<file path="src/rtl/fgtp_pkg.sv">
package fgtp_pkg;

  localparam int DirEntryShift = 5;
  localparam int SecBytesW     = 16;
  localparam int RootNumW      = SecBytesW + DirEntryShift + 1;
  localparam int QuoW          = 32;
  localparam int DvsW          = 16;
  localparam int RootSteps     = RootNumW;
  localparam int ClusterSteps  = QuoW;
  // front stage + root cells + mid stage + cluster cells + output stage
  localparam int PipeDepth     = RootSteps + ClusterSteps + 3;

  localparam logic [31:0] Fat16MinClusters = 32'd4085;
  localparam logic [31:0] Fat32MinClusters = 32'd65525;

  localparam logic [2:0] STATUS_OK         = 3'd0;
  localparam logic [2:0] STATUS_ZERO_GEOM  = 3'd1;
  localparam logic [2:0] STATUS_ZERO_TOTAL = 3'd2;
  localparam logic [2:0] STATUS_ZERO_TABLE = 3'd3;
  localparam logic [2:0] STATUS_FAT12      = 3'd4;

  localparam logic [1:0] KIND_NONE  = 2'd0;
  localparam logic [1:0] KIND_FAT16 = 2'd1;
  localparam logic [1:0] KIND_FAT32 = 2'd2;

  typedef struct packed {
    logic [2:0]  status;
    logic [31:0] total;
    logic [15:0] rsv;
    logic [31:0] prod;
    logic [7:0]  spc;
    logic [31:0] root_sec;
  } fgtp_ctx_t;

  typedef struct packed {
    logic            valid;
    logic [DvsW-1:0] rem;
    logic [QuoW-1:0] acc;
    logic [DvsW-1:0] dvs;
    fgtp_ctx_t       ctx;
  } fgtp_lane_t;

endpackage

</file>
<file path="src/rtl/fgtp_front.sv">
module fgtp_front (
  input  logic                 clk,
  input  logic                 rst_n,
  input  logic                 accept,
  input  logic [15:0]          sector_bytes,
  input  logic [7:0]           cluster_sectors,
  input  logic [15:0]          reserved_count,
  input  logic [7:0]           table_copies,
  input  logic [15:0]          total_small,
  input  logic [31:0]          total_large,
  input  logic [15:0]          table_size_small,
  input  logic [31:0]          table_size_large,
  input  logic [15:0]          root_entries,
  output fgtp_pkg::fgtp_lane_t lane_o
);
  import fgtp_pkg::*;

  logic                geom_zero;
  logic [31:0]         total_sel;
  logic [31:0]         fsz_sel;
  logic [15:0]         bps_m1;
  logic [RootNumW-1:0] root_num;
  logic [39:0]         prod_full;
  fgtp_lane_t          lane_nxt;
  fgtp_lane_t          data_r;
  logic                valid_r;

  always_comb begin
    geom_zero = (sector_bytes == 16'd0) || (cluster_sectors == 8'd0) ||
                (table_copies == 8'd0);
    total_sel = (total_small != 16'd0) ? {16'd0, total_small} : total_large;
    fsz_sel   = (table_size_small != 16'd0) ? {16'd0, table_size_small}
                                            : table_size_large;
    bps_m1    = sector_bytes - 16'd1;
    // entries * 32 + (bytes per sector - 1), rounds the division up
    root_num  = {1'b0, root_entries, {DirEntryShift{1'b0}}} +
                {{(RootNumW-SecBytesW){1'b0}}, bps_m1};
    prod_full = {32'd0, table_copies} * {8'd0, fsz_sel};

    lane_nxt       = '0;
    lane_nxt.valid = accept;
    lane_nxt.rem   = '0;
    lane_nxt.acc   = {root_num, {(QuoW-RootNumW){1'b0}}};
    lane_nxt.dvs   = sector_bytes;
    lane_nxt.ctx.total    = total_sel;
    lane_nxt.ctx.rsv      = reserved_count;
    lane_nxt.ctx.prod     = prod_full[31:0];
    lane_nxt.ctx.spc      = cluster_sectors;
    lane_nxt.ctx.root_sec = '0;
    if (geom_zero) begin
      lane_nxt.ctx.status = STATUS_ZERO_GEOM;
    end else if (total_sel == 32'd0) begin
      lane_nxt.ctx.status = STATUS_ZERO_TOTAL;
    end else if (fsz_sel == 32'd0) begin
      lane_nxt.ctx.status = STATUS_ZERO_TABLE;
    end else begin
      lane_nxt.ctx.status = STATUS_OK;
    end
  end

  always_ff @(posedge clk) begin
    if (!rst_n) begin
      valid_r <= 1'b0;
    end else begin
      valid_r <= accept;
    end
  end

  always_ff @(posedge clk) begin
    data_r <= lane_nxt;
  end

  always_comb begin
    lane_o       = data_r;
    lane_o.valid = valid_r;
  end

endmodule

</file>
<file path="config.mk">
export PLATFORM = sky130hd
export DESIGN_NAME = fgtp_front
export DESIGN_NICKNAME = d
export VERILOG_FILES = /design/src/rtl/fgtp_pkg.sv /design/src/rtl/fgtp_front.sv
export SDC_FILE = /design/constraint.sdc
export NUM_CORES = 1
export LEC_CHECK = 0
export BUFFER_PORTS_ARGS = -buffer_cell sky130_fd_sc_hd__buf_4
export CAP_MARGIN = 5
export CORE_MARGIN = 3
export CORE_UTILIZATION = 48
export CTS_CLUSTER_DIAMETER = 40
export DETAILED_ROUTE_END_ITERATION = 16
export GPL_ROUTABILITY_DRIVEN = 0
export PLACE_DENSITY = 0.91
export SETUP_SLACK_MARGIN = 0.15
export SLEW_MARGIN = 10
export SYNTH_ARGS = -nofsm -noshare
export SYNTH_HDL_FRONTEND = slang
export SYNTH_SLANG_ARGS = --single-unit
</file>
<file path="constraint.sdc">
create_clock -name clk -period 7.62 [get_ports clk]
set_input_delay 2.286 -clock clk [delete_from_list [all_inputs] [get_ports clk]]
set_output_delay 2.286 -clock clk [all_outputs]
set_load 0.02 [all_outputs]
</file>
==> flow_metrics.env, run 1 <==
export IMPL_status="finished clean"
export IMPL_yosysSeqAreaShare=0.2311
export IMPL_antenna_left=0
export IMPL_synthFlopType="dfxtp_1"
export IMPL_coreArea_sq_um=22780
export IMPL_p_leak_nw=7.291
export IMPL_hold_end="lane_o[80]"
export IMPL_final_max_slew_violation_count=0
export IMPL_syn_inst=1166
export IMPL_clock_fmax_mhz=138.1
export IMPL_vias=9409
export IMPL_drive_above_1_share=0.2542
export IMPL_ir_drop_uv=136.0
export IMPL_cpMostUsedCell="fa_1"
export IMPL_slowest_stage="fa_1"
export IMPL_area_growth_pct=27.90
export IMPL_relSlewSlack=0.2891
export IMPL_grt_pass1_wl_mm=50.36
export IMPL_ctsHoldBuffers=0
export IMPL_dp_hpwl_mm=26.90
export IMPL_crit_fanout=9
export IMPL_crit_arrival_ns=7.59
export IMPL_grt_max_degree=64
export IMPL_layout_min_cycle_time_ns=7.242
export IMPL_p_sw_frac=0.3951
export IMPL_grt_use_met3=0.06578
export IMPL_synth_edf_count=0
export IMPL_dieArea_sq_um=25150
export IMPL_io_pins=351
export IMPL_worstPathRequired_ns=7.97
export IMPL_antenna_found_initial=1
export IMPL_start_kind="input port"
export IMPL_switchingPower_mw=1.341
export IMPL_cts_tree="done"
export IMPL_final_hold_violation_count=0
export IMPL_period_share=0.9504
export IMPL_cpPeakStageDelay_ns=0.52
export IMPL_min_from="reserved_count[8]"
export IMPL_use_met2=0.4729
export IMPL_p_per_area_nw_per_um2=237.5
export IMPL_routed_wl_mm=33.06
export IMPL_path_class="input port to flip-flop"
export IMPL_ys_ff_latch=129
export IMPL_first_pass_iters=6
export IMPL_async_flop_share=0
export IMPL_top_usage_layer="met2"
export IMPL_start_util=0.4906
export IMPL_p_int_mw=2.053
export IMPL_avgSynthCellArea_sq_um=9.585
export IMPL_worstSetupEndpointType="flip-flop"
export IMPL_post_drt_via_cell_ratio=5.213
export IMPL_power_frac_comb=0.526
export IMPL_seqPwrFrac=0.239
export IMPL_critPathBufInv=5
export IMPL_drtIter0Drc=705
export IMPL_yosysWarnings=0
export IMPL_h_tree_depth=4
export IMPL_avgRoutedWirePerCell_um=18.31
export IMPL_post_cts_buffers=0
export IMPL_power_frac_clock=0.234
export IMPL_drv_cap=0
export IMPL_synthDistinctLibCells=63
export IMPL_path_clk_slew_ns=0.07
export IMPL_synth_area_sq_um=11180
export IMPL_worst_pin_slew_ns=1.066
export IMPL_grt_ovfl_total=0
export IMPL_holdPathStages=1
export IMPL_met1_usage=0.2836
export IMPL_die_y_um=158.6
export IMPL_grt_pass1_vias=9683
export IMPL_setup_viol=0
export IMPL_cp_top_family="adder cells"
export IMPL_rsz0062_at_grt="true"
export IMPL_root_buffer="clkbuf_16"
export IMPL_cts_sinks=129
export IMPL_fp_dieW_um=158.6
export IMPL_cts_path_max_buffers=2
export IMPL_rows=55
export IMPL_cts_buffers=17
export IMPL_final_nets=1850
export IMPL_drc_errors=0
export IMPL_final_util=0.6275
export IMPL_final_cells=1805
export IMPL_io_buffers=291
export IMPL_gr_usage_all_layers=0.2608
export IMPL_path_cells="buf_4, nor4_2, and4_1, buf_4, a21oi_1, buf_4, nor2b_1, fa_1, fa_1, fa_1, inv_1, fa_1, inv_1, ha_1, a2111o_1, o21ai_2, o21ai_2, a221o_2, a211o_1, a21oi_2, xnor2_1"
export IMPL_hp_class="input port to flip-flop"
export IMPL_placedCellCount=1772
[cells by family after synthesis]
| kind of cell | Yosys count | share of synthesized area |
|---|---|---|
| buffers and inverters | 244 | 0.1031 |
| XOR/XNOR | 62 | 0.04859 |
| AND/OR/NAND/NOR | 388 | 0.1975 |
| adder cells (fa/ha/maj) | 209 | 0.3395 |
| AO/OA/AOI/OAI | 133 | 0.07994 |
| other | 1 | 0.0003355 |
| flip-flops | 129 | 0.2311 |
[state kept, by name, indices dropped and copies added, names as in the netlist]
signal	cells
lane_o	128
valid_r	1
[cell usage in the layout, fill, tap and decap left out, types with 29 or more instances in the layout]
| cell | instances |
|---|---|
| a21oi_1 | 43 |
| and3_1 | 58 |
| buf_4 | 331 |
| conb_1 | 59 |
| dfxtp_1 | 129 |
| fa_1 | 157 |
| ha_1 | 52 |
| inv_1 | 146 |
| nand2_1 | 66 |
| nor2_1 | 29 |
| nor2b_1 | 108 |
| xnor2_1 | 41 |
[how the worst max path moves through the flow]
stage                      end            startpoint  cells past startpoint  slack, ns
floorplan           lane_o[71]   table_size_small[8]                     21       0.35
global placement    lane_o[69]  table_size_small[12]                     21       0.05
detailed placement  lane_o[71]  table_size_small[12]                     22      -0.19
CTS                 lane_o[69]  table_size_small[12]                     22       0.25
global route        lane_o[71]  table_size_small[12]                     21       0.13
finish              lane_o[71]  table_size_small[12]                     21       0.38
[Yosys cell counts (4+ instances only)]
| library cell | n | area, sq um |
|---|---|---|
| fa_1 | 157 | 3143 |
| inv_1 | 146 | 548.0 |
| dfxtp_1 | 129 | 2582 |
| nor2b_1 | 110 | 688.2 |
| nand2_1 | 66 | 247.7 |
| buf_4 | 60 | 450.4 |
| and3_1 | 58 | 362.9 |
| ha_1 | 52 | 650.6 |
| a21oi_1 | 43 | 215.2 |
| xnor2_1 | 41 | 359.1 |
| clkbuf_1 | 34 | 127.6 |
| nor2_1 | 29 | 108.9 |
| a21o_1 | 27 | 202.7 |
| nor4_1 | 24 | 150.1 |
| and2_1 | 23 | 143.9 |
| xor2_1 | 21 | 183.9 |
| and2b_1 | 15 | 112.6 |
| o21ai_0 | 14 | 70.07 |
| nand4_1 | 12 | 75.07 |
| nand2b_1 | 11 | 68.82 |
| nor3_1 | 11 | 55.05 |
| nand3_1 | 9 | 45.04 |
| o211ai_1 | 5 | 37.54 |
| o21a_1 | 5 | 37.54 |
| o21bai_1 | 5 | 37.54 |
| a31oi_1 | 4 | 25.02 |
[power by group through the flow]
stage	Combinational, mW	Clock, mW	Sequential [mW]
after global placement	1.73	0	0.825
after global routing	2.00	0.841	0.821
after CTS	1.78	0.815	0.814
after floorplan	1.04	0	0.935
after detailed placement	1.78	0	0.829
final	1.79	0.796	0.811
[metrics by stage]
step	worst slack [ns]	area, sq um	power (mW)	TNS [ns]	hold WS [ns]
3_3_place_gp	0.04809	13690	2.554	0	2.391
4_1_cts	0.2455	14270	3.413	0	1.949
3_5_place_dp	-0.1867	13690	2.605	-0.4024	2.393
2_1_floorplan	0.3539	11390	1.973	0	2.314
5_1_grt	0.1347	14290	3.661	0	1.953
6_report	0.3780	14290	3.394	0	1.967
[cell type report]
type                    count  area [sq um]
inverters                 146         548.0
multi-input cells         851          7675
diodes                      1         2.502
clock inverters            13         125.1
clock buffers              19         452.9
flip-flops and latches    129          2582
well taps                 313         391.6
fillers                  1735          8484
repair buffers            333          2516
[per-layer routing]
layer  vias up  wire length (um)
li1       4253                 -
met1      4482             11200
met2       584             16980
met3        90              3402
met4         0              1476
met5         -                 0
[repair_timing]
action                     4_1_cts  5_1_grt
hold endpoints to repair         0        0
setup endpoints to repair        0        6
resized for setup                0        6
No activity file was read; power rests on OpenSTA's default activity.
==> run 2, diff against run 1 <==
- PLACE_DENSITY: 0.91 -> 0.79
==> run 2 against run 1 <==
Effect of this change: core utilization grew 0.92 points; count of clock-buffer cells in the layout shrank 2; routed wire length shrank 6.2%; final cell count grew 1.2%; combinational power grew 3%; sequential power shrank 0.6%; critical path depth shrank 1; die area is the same; largest power group unchanged; highest routed layer unchanged.
==> flow_metrics.env, run 2 (same netlist as run 1, synthesis figures left out) <==
export IMPL_worst_pin_slew_ns=1.036
export IMPL_drv_cap=0
export IMPL_multi_input_area_sq_um=7692
export IMPL_cts_tree="done"
export IMPL_regArea_sq_um=2582
export IMPL_p_per_area_nw_per_um2=240.4
export IMPL_grt_ovfl_total=0
export IMPL_vias=9213
export IMPL_setup_viol=0
export IMPL_whs_ns=1.966
export IMPL_crit_arrival_ns=7.53
export IMPL_final_util=0.6367
export IMPL_drive_above_1_share=0.2670
export IMPL_cts_path_max_buffers=2
export IMPL_fill_cells=1834
export IMPL_final_hold_violation_count=0
export IMPL_root_buffer="clkbuf_16"
export IMPL_drtIter0Drc=497
export IMPL_drc_errors=0
export IMPL_dp_hpwl_mm=25.45
export IMPL_relSlewSlack=0.3096
export IMPL_gr_usage_all_layers=0.2426
export IMPL_total_power_mw=3.487
export IMPL_path_class="input port to flip-flop"
export IMPL_layout_min_cycle_time_ns=7.228
export IMPL_worstPathRequired_ns=7.92
export IMPL_largest_reg_flops=128
export IMPL_start_util=0.4906
export IMPL_seqPwrFrac=0.231
export IMPL_power_frac_comb=0.532
export IMPL_post_drt_via_cell_ratio=5.043
export IMPL_grt_pass1_vias=9379
export IMPL_cpPeakStageDelay_ns=0.57
export IMPL_die_y_um=158.6
export IMPL_start_kind="input port"
export IMPL_status="finished clean"
export IMPL_final_cells=1827
export IMPL_p_int_mw=2.129
export IMPL_cts_buffers=17
export IMPL_final_nets=1872
export IMPL_h_tree_depth=4
export IMPL_antenna_left=0
export IMPL_switchingPower_mw=1.358
export IMPL_power_frac_clock=0.237
export IMPL_grt_max_degree=64
export IMPL_hp_class="input port to flip-flop"
export IMPL_worstSetupEndpointType="flip-flop"
export IMPL_path_cells="buf_4, nor4_2, and4_1, buf_4, buf_4, buf_12, and3_1, fa_1, fa_1, fa_1, fa_1, ha_1, and4_1, nand4_1, inv_1, and3_2, a221o_2, a211o_1, a21oi_2, xnor2_1"
export IMPL_clock_fmax_mhz=138.3
export IMPL_placedCellCount=1794
export IMPL_avgRoutedWirePerCell_um=16.98
export IMPL_io_buffers=291
export IMPL_routed_wl_mm=31.02
export IMPL_ir_drop_uv=140.0
export IMPL_area_growth_pct=29.77
export IMPL_p_sw_frac=0.3894
export IMPL_final_max_slew_violation_count=0
export IMPL_rows=55
export IMPL_coreArea_sq_um=22780
export IMPL_crit_fanout=63
export IMPL_cpMostUsedCell="fa_1"
export IMPL_slowest_stage="fa_1"
export IMPL_grt_pass1_wl_mm=47.62
export IMPL_p_leak_nw=7.415
export IMPL_cts_sinks=129
export IMPL_dieArea_sq_um=25150
export IMPL_period_share=0.9486
export IMPL_final_cell_mix="buf_4 (353), fa_1 (157), inv_1 (146)"
export IMPL_final_common_cell="buf_4"
export IMPL_rsz0062_at_grt="false"
export IMPL_first_pass_iters=5
export IMPL_fp_dieW_um=158.6
export IMPL_path_clk_slew_ns=0.07
export IMPL_antenna_found_initial=0
export IMPL_io_pins=351
run 2: cell count changes in the layout (fill, tap and decap cells not counted), sizes merged:
cell	delta
inv	+4
bufinv	+1
clkinvlp	-2
clkbuf	-2
clkinv	-1
buf	+22
run 2: layout make-up:
type                       count  share of cell area
clock inverter                15             0.01173
inverter                     146             0.03779
timing repair buffer         355              0.1855
antenna                        1           0.0001725
multi-input combinational    851              0.5304
clock buffer                  17             0.02933
tap                          313             0.02700
sequential                   129              0.1781
run 2: worst max-delay path, delay by kind of cell:
kind                       cells  cell delay (ns)
AOI/OAI and AO/OA              3             0.84
xor gates and xnor gates       1             0.08
adders and majority gates      5             2.24
buffers and inverters          5             0.71
and+or+nand+nor                6             1.35
run 2: worst paths after layout:
kind / from / to / slack [ns] / depth (start not counted)
max: table_size_small[3] / lane_o[71] / 0.39 / 20
min: reserved_count[9] / lane_o[81] / 1.97 / 1
run 2: per-layer routing:
metal  routed length (um)  share of wire  global-route usage  up-vias
li1                     -              -                   -     4312
met1                11400           0.37              0.2781     4448
met2                16040           0.52              0.4379      390
met3                 2471          0.080             0.05409       63
met4                 1113          0.036             0.09668        0
met5                    0              0                   0        -
run 2: repair_timing:
| action | 4_1_cts | 5_1_grt |
|---|---|---|
| endpoints found under the setup margin | 0 | 7 |
| hold buffers | 0 | 0 |
| setup buffers | 0 | 0 |
| gates resized for setup | 0 | 7 |
run 2: metrics by stage:
stage           TNS, ns  area, sq um  setup slack, ns
2_1_floorplan         0        11390           0.3539
3_3_place_gp          0        13870          0.03388
3_5_place_dp   -0.02795        13870         -0.02795
4_1_cts               0        14470           0.4124
5_1_grt               0        14500           0.1624
6_report              0        14500           0.3917
run 2: power by group through the flow:
stage | Sequential (mW) | Combinational (mW) | Clock, mW
global placement | 0.821 | 1.80 | 0
finish | 0.806 | 1.85 | 0.826
floorplan | 0.935 | 1.04 | 0
global route | 0.815 | 2.07 | 0.883
CTS | 0.808 | 1.85 | 0.851
detailed placement | 0.823 | 1.84 | 0
==> run 3, diff against run 2 <==
--- a/config.mk
+++ b/config.mk
@@ -8,10 +8,12 @@
 export BUFFER_PORTS_ARGS = -buffer_cell sky130_fd_sc_hd__buf_4
 export CAP_MARGIN = 5
+export CELL_PAD_IN_SITES_DETAIL_PLACEMENT = 1
+export CELL_PAD_IN_SITES_GLOBAL_PLACEMENT = 2
 export CORE_MARGIN = 3
-export CORE_UTILIZATION = 48
+export CORE_UTILIZATION = 28
 export CTS_CLUSTER_DIAMETER = 40
 export DETAILED_ROUTE_END_ITERATION = 16
 export GPL_ROUTABILITY_DRIVEN = 0
-export PLACE_DENSITY = 0.79
+export PLACE_DENSITY_LB_ADDON = 0.1
 export SETUP_SLACK_MARGIN = 0.15
 export SLEW_MARGIN = 10
==> constraint.sdc (replaced) <==
create_clock -name clk -period 7.62 [get_ports clk]
set_input_delay 2.286 -clock clk [delete_from_list [all_inputs] [get_ports clk]]
set_output_delay 2.286 -clock clk [all_outputs]
set_load 0.005 [all_outputs]
==> run 3 against run 2 <==
Effect of this change: cell area rose by 7.1%; largest cell class unchanged; flip-flop and latch count did not move; sequential share of layout area fell by 1.2 points; critical endpoint unchanged; critical path type unchanged.
==> flow_metrics.env, run 3 (same netlist as run 1, synthesis figures left out) <==
export IMPL_die_y_um=205.8
export IMPL_worst_pin_slew_ns=1.075
export IMPL_rsz0062_at_grt="true"
export IMPL_antenna_left=0
export IMPL_period_share=0.9675
export IMPL_crit_fanout=8
export IMPL_h_tree_depth=4
export IMPL_drc_errors=0
export IMPL_worst_slack_ns=0.2473
export IMPL_fp_dieW_um=205.8
export IMPL_cts_buffers=17
export IMPL_ctsHoldBuffers=0
export IMPL_drtIter0Drc=282
export IMPL_layout_min_cycle_time_ns=7.373
export IMPL_routed_wl_mm=38.93
export IMPL_cts_sinks=129
export IMPL_final_hold_violation_count=0
export IMPL_io_pins=351
export IMPL_p_per_area_nw_per_um2=240.6
export IMPL_grt_pass1_wl_mm=59.05
export IMPL_start_kind="input port"
export IMPL_hp_class="input port to flip-flop"
export IMPL_fin_area_sq_um=15530
export IMPL_io_buffers=291
export IMPL_drv_cap=0
export IMPL_clock_fmax_mhz=135.6
export IMPL_largest_reg_flops=128
export IMPL_final_cells=2082
export IMPL_total_power_mw=3.737
export IMPL_ir_drop_uv=152.5
export IMPL_relSlewSlack=0.2836
export IMPL_root_buffer="clkbuf_16"
export IMPL_tns_ns=0
export IMPL_dpl_cell_area_sq_um=14480
export IMPL_dieArea_sq_um=42350
export IMPL_drive_above_1_share=0.3261
export IMPL_avgRoutedWirePerCell_um=18.70
export IMPL_place_ws_ns=-1.002
export IMPL_placedCellCount=2046
export IMPL_final_nets=1924
export IMPL_crit_arrival_ns=7.73
export IMPL_antenna_cells=0
export IMPL_coreArea_sq_um=39010
export IMPL_p_leak_nw=7.748
export IMPL_final_max_slew_violation_count=0
export IMPL_worstSetupEndpointType="flip-flop"
export IMPL_path_clk_slew_ns=0.06
export IMPL_status="finished clean"
export IMPL_grt_max_degree=38
export IMPL_start_util=0.2865
export IMPL_rows=72
export IMPL_setup_viol=0
export IMPL_grt_pass1_vias=10010
export IMPL_path_class="input port to flip-flop"
export IMPL_final_common_cell="buf_4"
export IMPL_final_cell_mix="buf_4 (396), fa_1 (152), inv_1 (143)"
export IMPL_grt_ovfl_total=0
export IMPL_antenna_found_initial=0
export IMPL_gr_usage_all_layers=0.1822
export IMPL_cts_path_max_buffers=2
export IMPL_dp_hpwl_mm=32.05
export IMPL_worstPathRequired_ns=7.98
export IMPL_first_pass_iters=4
export IMPL_area_growth_pct=38.97
export IMPL_vias=9236
export IMPL_post_drt_via_cell_ratio=4.436
export IMPL_cts_tree="done"
## run 3: cell count changes in the layout (fill, tap and decap cells not counted), moves of 6 or more
cell	previous run	this run
inv_6	8	1
ha_1	52	43
nor2b_1	109	84
buf_6	0	6
buf_4	353	396
nor2b_2	1	21
a21oi_1	41	34
## run 3: layout make-up
class | count | area [sq um]
sequential | 129 | 2582
fill | 4534 | 23480
timing repair buffer | 407 | 3141
tap | 518 | 648.1
multi-input combinational | 851 | 8010
clock buffer | 19 | 442.9
inverter | 146 | 548.0
clock inverter | 12 | 158.9
## run 3: metal layers
| layer | part of all wire | GRT usage |
|---|---|---|
| met4 | 0.0069 | 0.03200 |
| met2 | 0.47 | 0.3057 |
| met5 | 0 | 0 |
| met3 | 0.061 | 0.03860 |
| met1 | 0.46 | 0.2455 |
## run 3: critical path, cell delays in order
cell	delay, ns
buf_8	0.10
nor4_4	0.41
and4_4	0.35
buf_12	0.15
a21oi_4	0.06
buf_6	0.13
nor2b_4	0.11
fa_1	0.44
fa_1	0.52
fa_1	0.53
inv_2	0.04
fa_1	0.51
inv_2	0.05
ha_4	0.26
a2111o_1	0.46
o21ai_4	0.20
o21ai_4	0.12
a221o_2	0.40
a211o_1	0.31
a21oi_2	0.13
xnor2_1	0.13
## run 3: timing repair
item / 4_1_cts / 5_1_grt
endpoints found under the setup margin: 20 / 12
gates resized for setup: 25 / 71
setup buffers: 1 / 3
pin swaps: 12 / 41
cloned: 0 / 1
## run 3: worst paths after layout
path / from / end / depth (start not counted)
worst max-delay path: table_size_small[10] / lane_o[71] / 21
worst min-delay path: reserved_count[0] / lane_o[72] / 1
## run 3: power by group
group | leakage, nW | switching (mW) | internal, mW
logic | 6.38 | 1.01 | 1.06
clock network | 0.289 | 0.331 | 0.523
registers | 1.08 | 0.0254 | 0.781
total | 7.75 | 1.37 | 2.37
## run 3: metrics by stage
| step | util | hold slack [ns] |
|---|---|---|
| 5_1_grt | 0.3982 | 1.928 |
| 6_report | 0.3982 | 1.952 |
| 2_1_floorplan | - | 2.314 |
| 3_3_place_gp | 0.3712 | 2.391 |
| 3_5_place_dp | 0.3712 | 2.392 |
| 4_1_cts | 0.3896 | 1.919 |
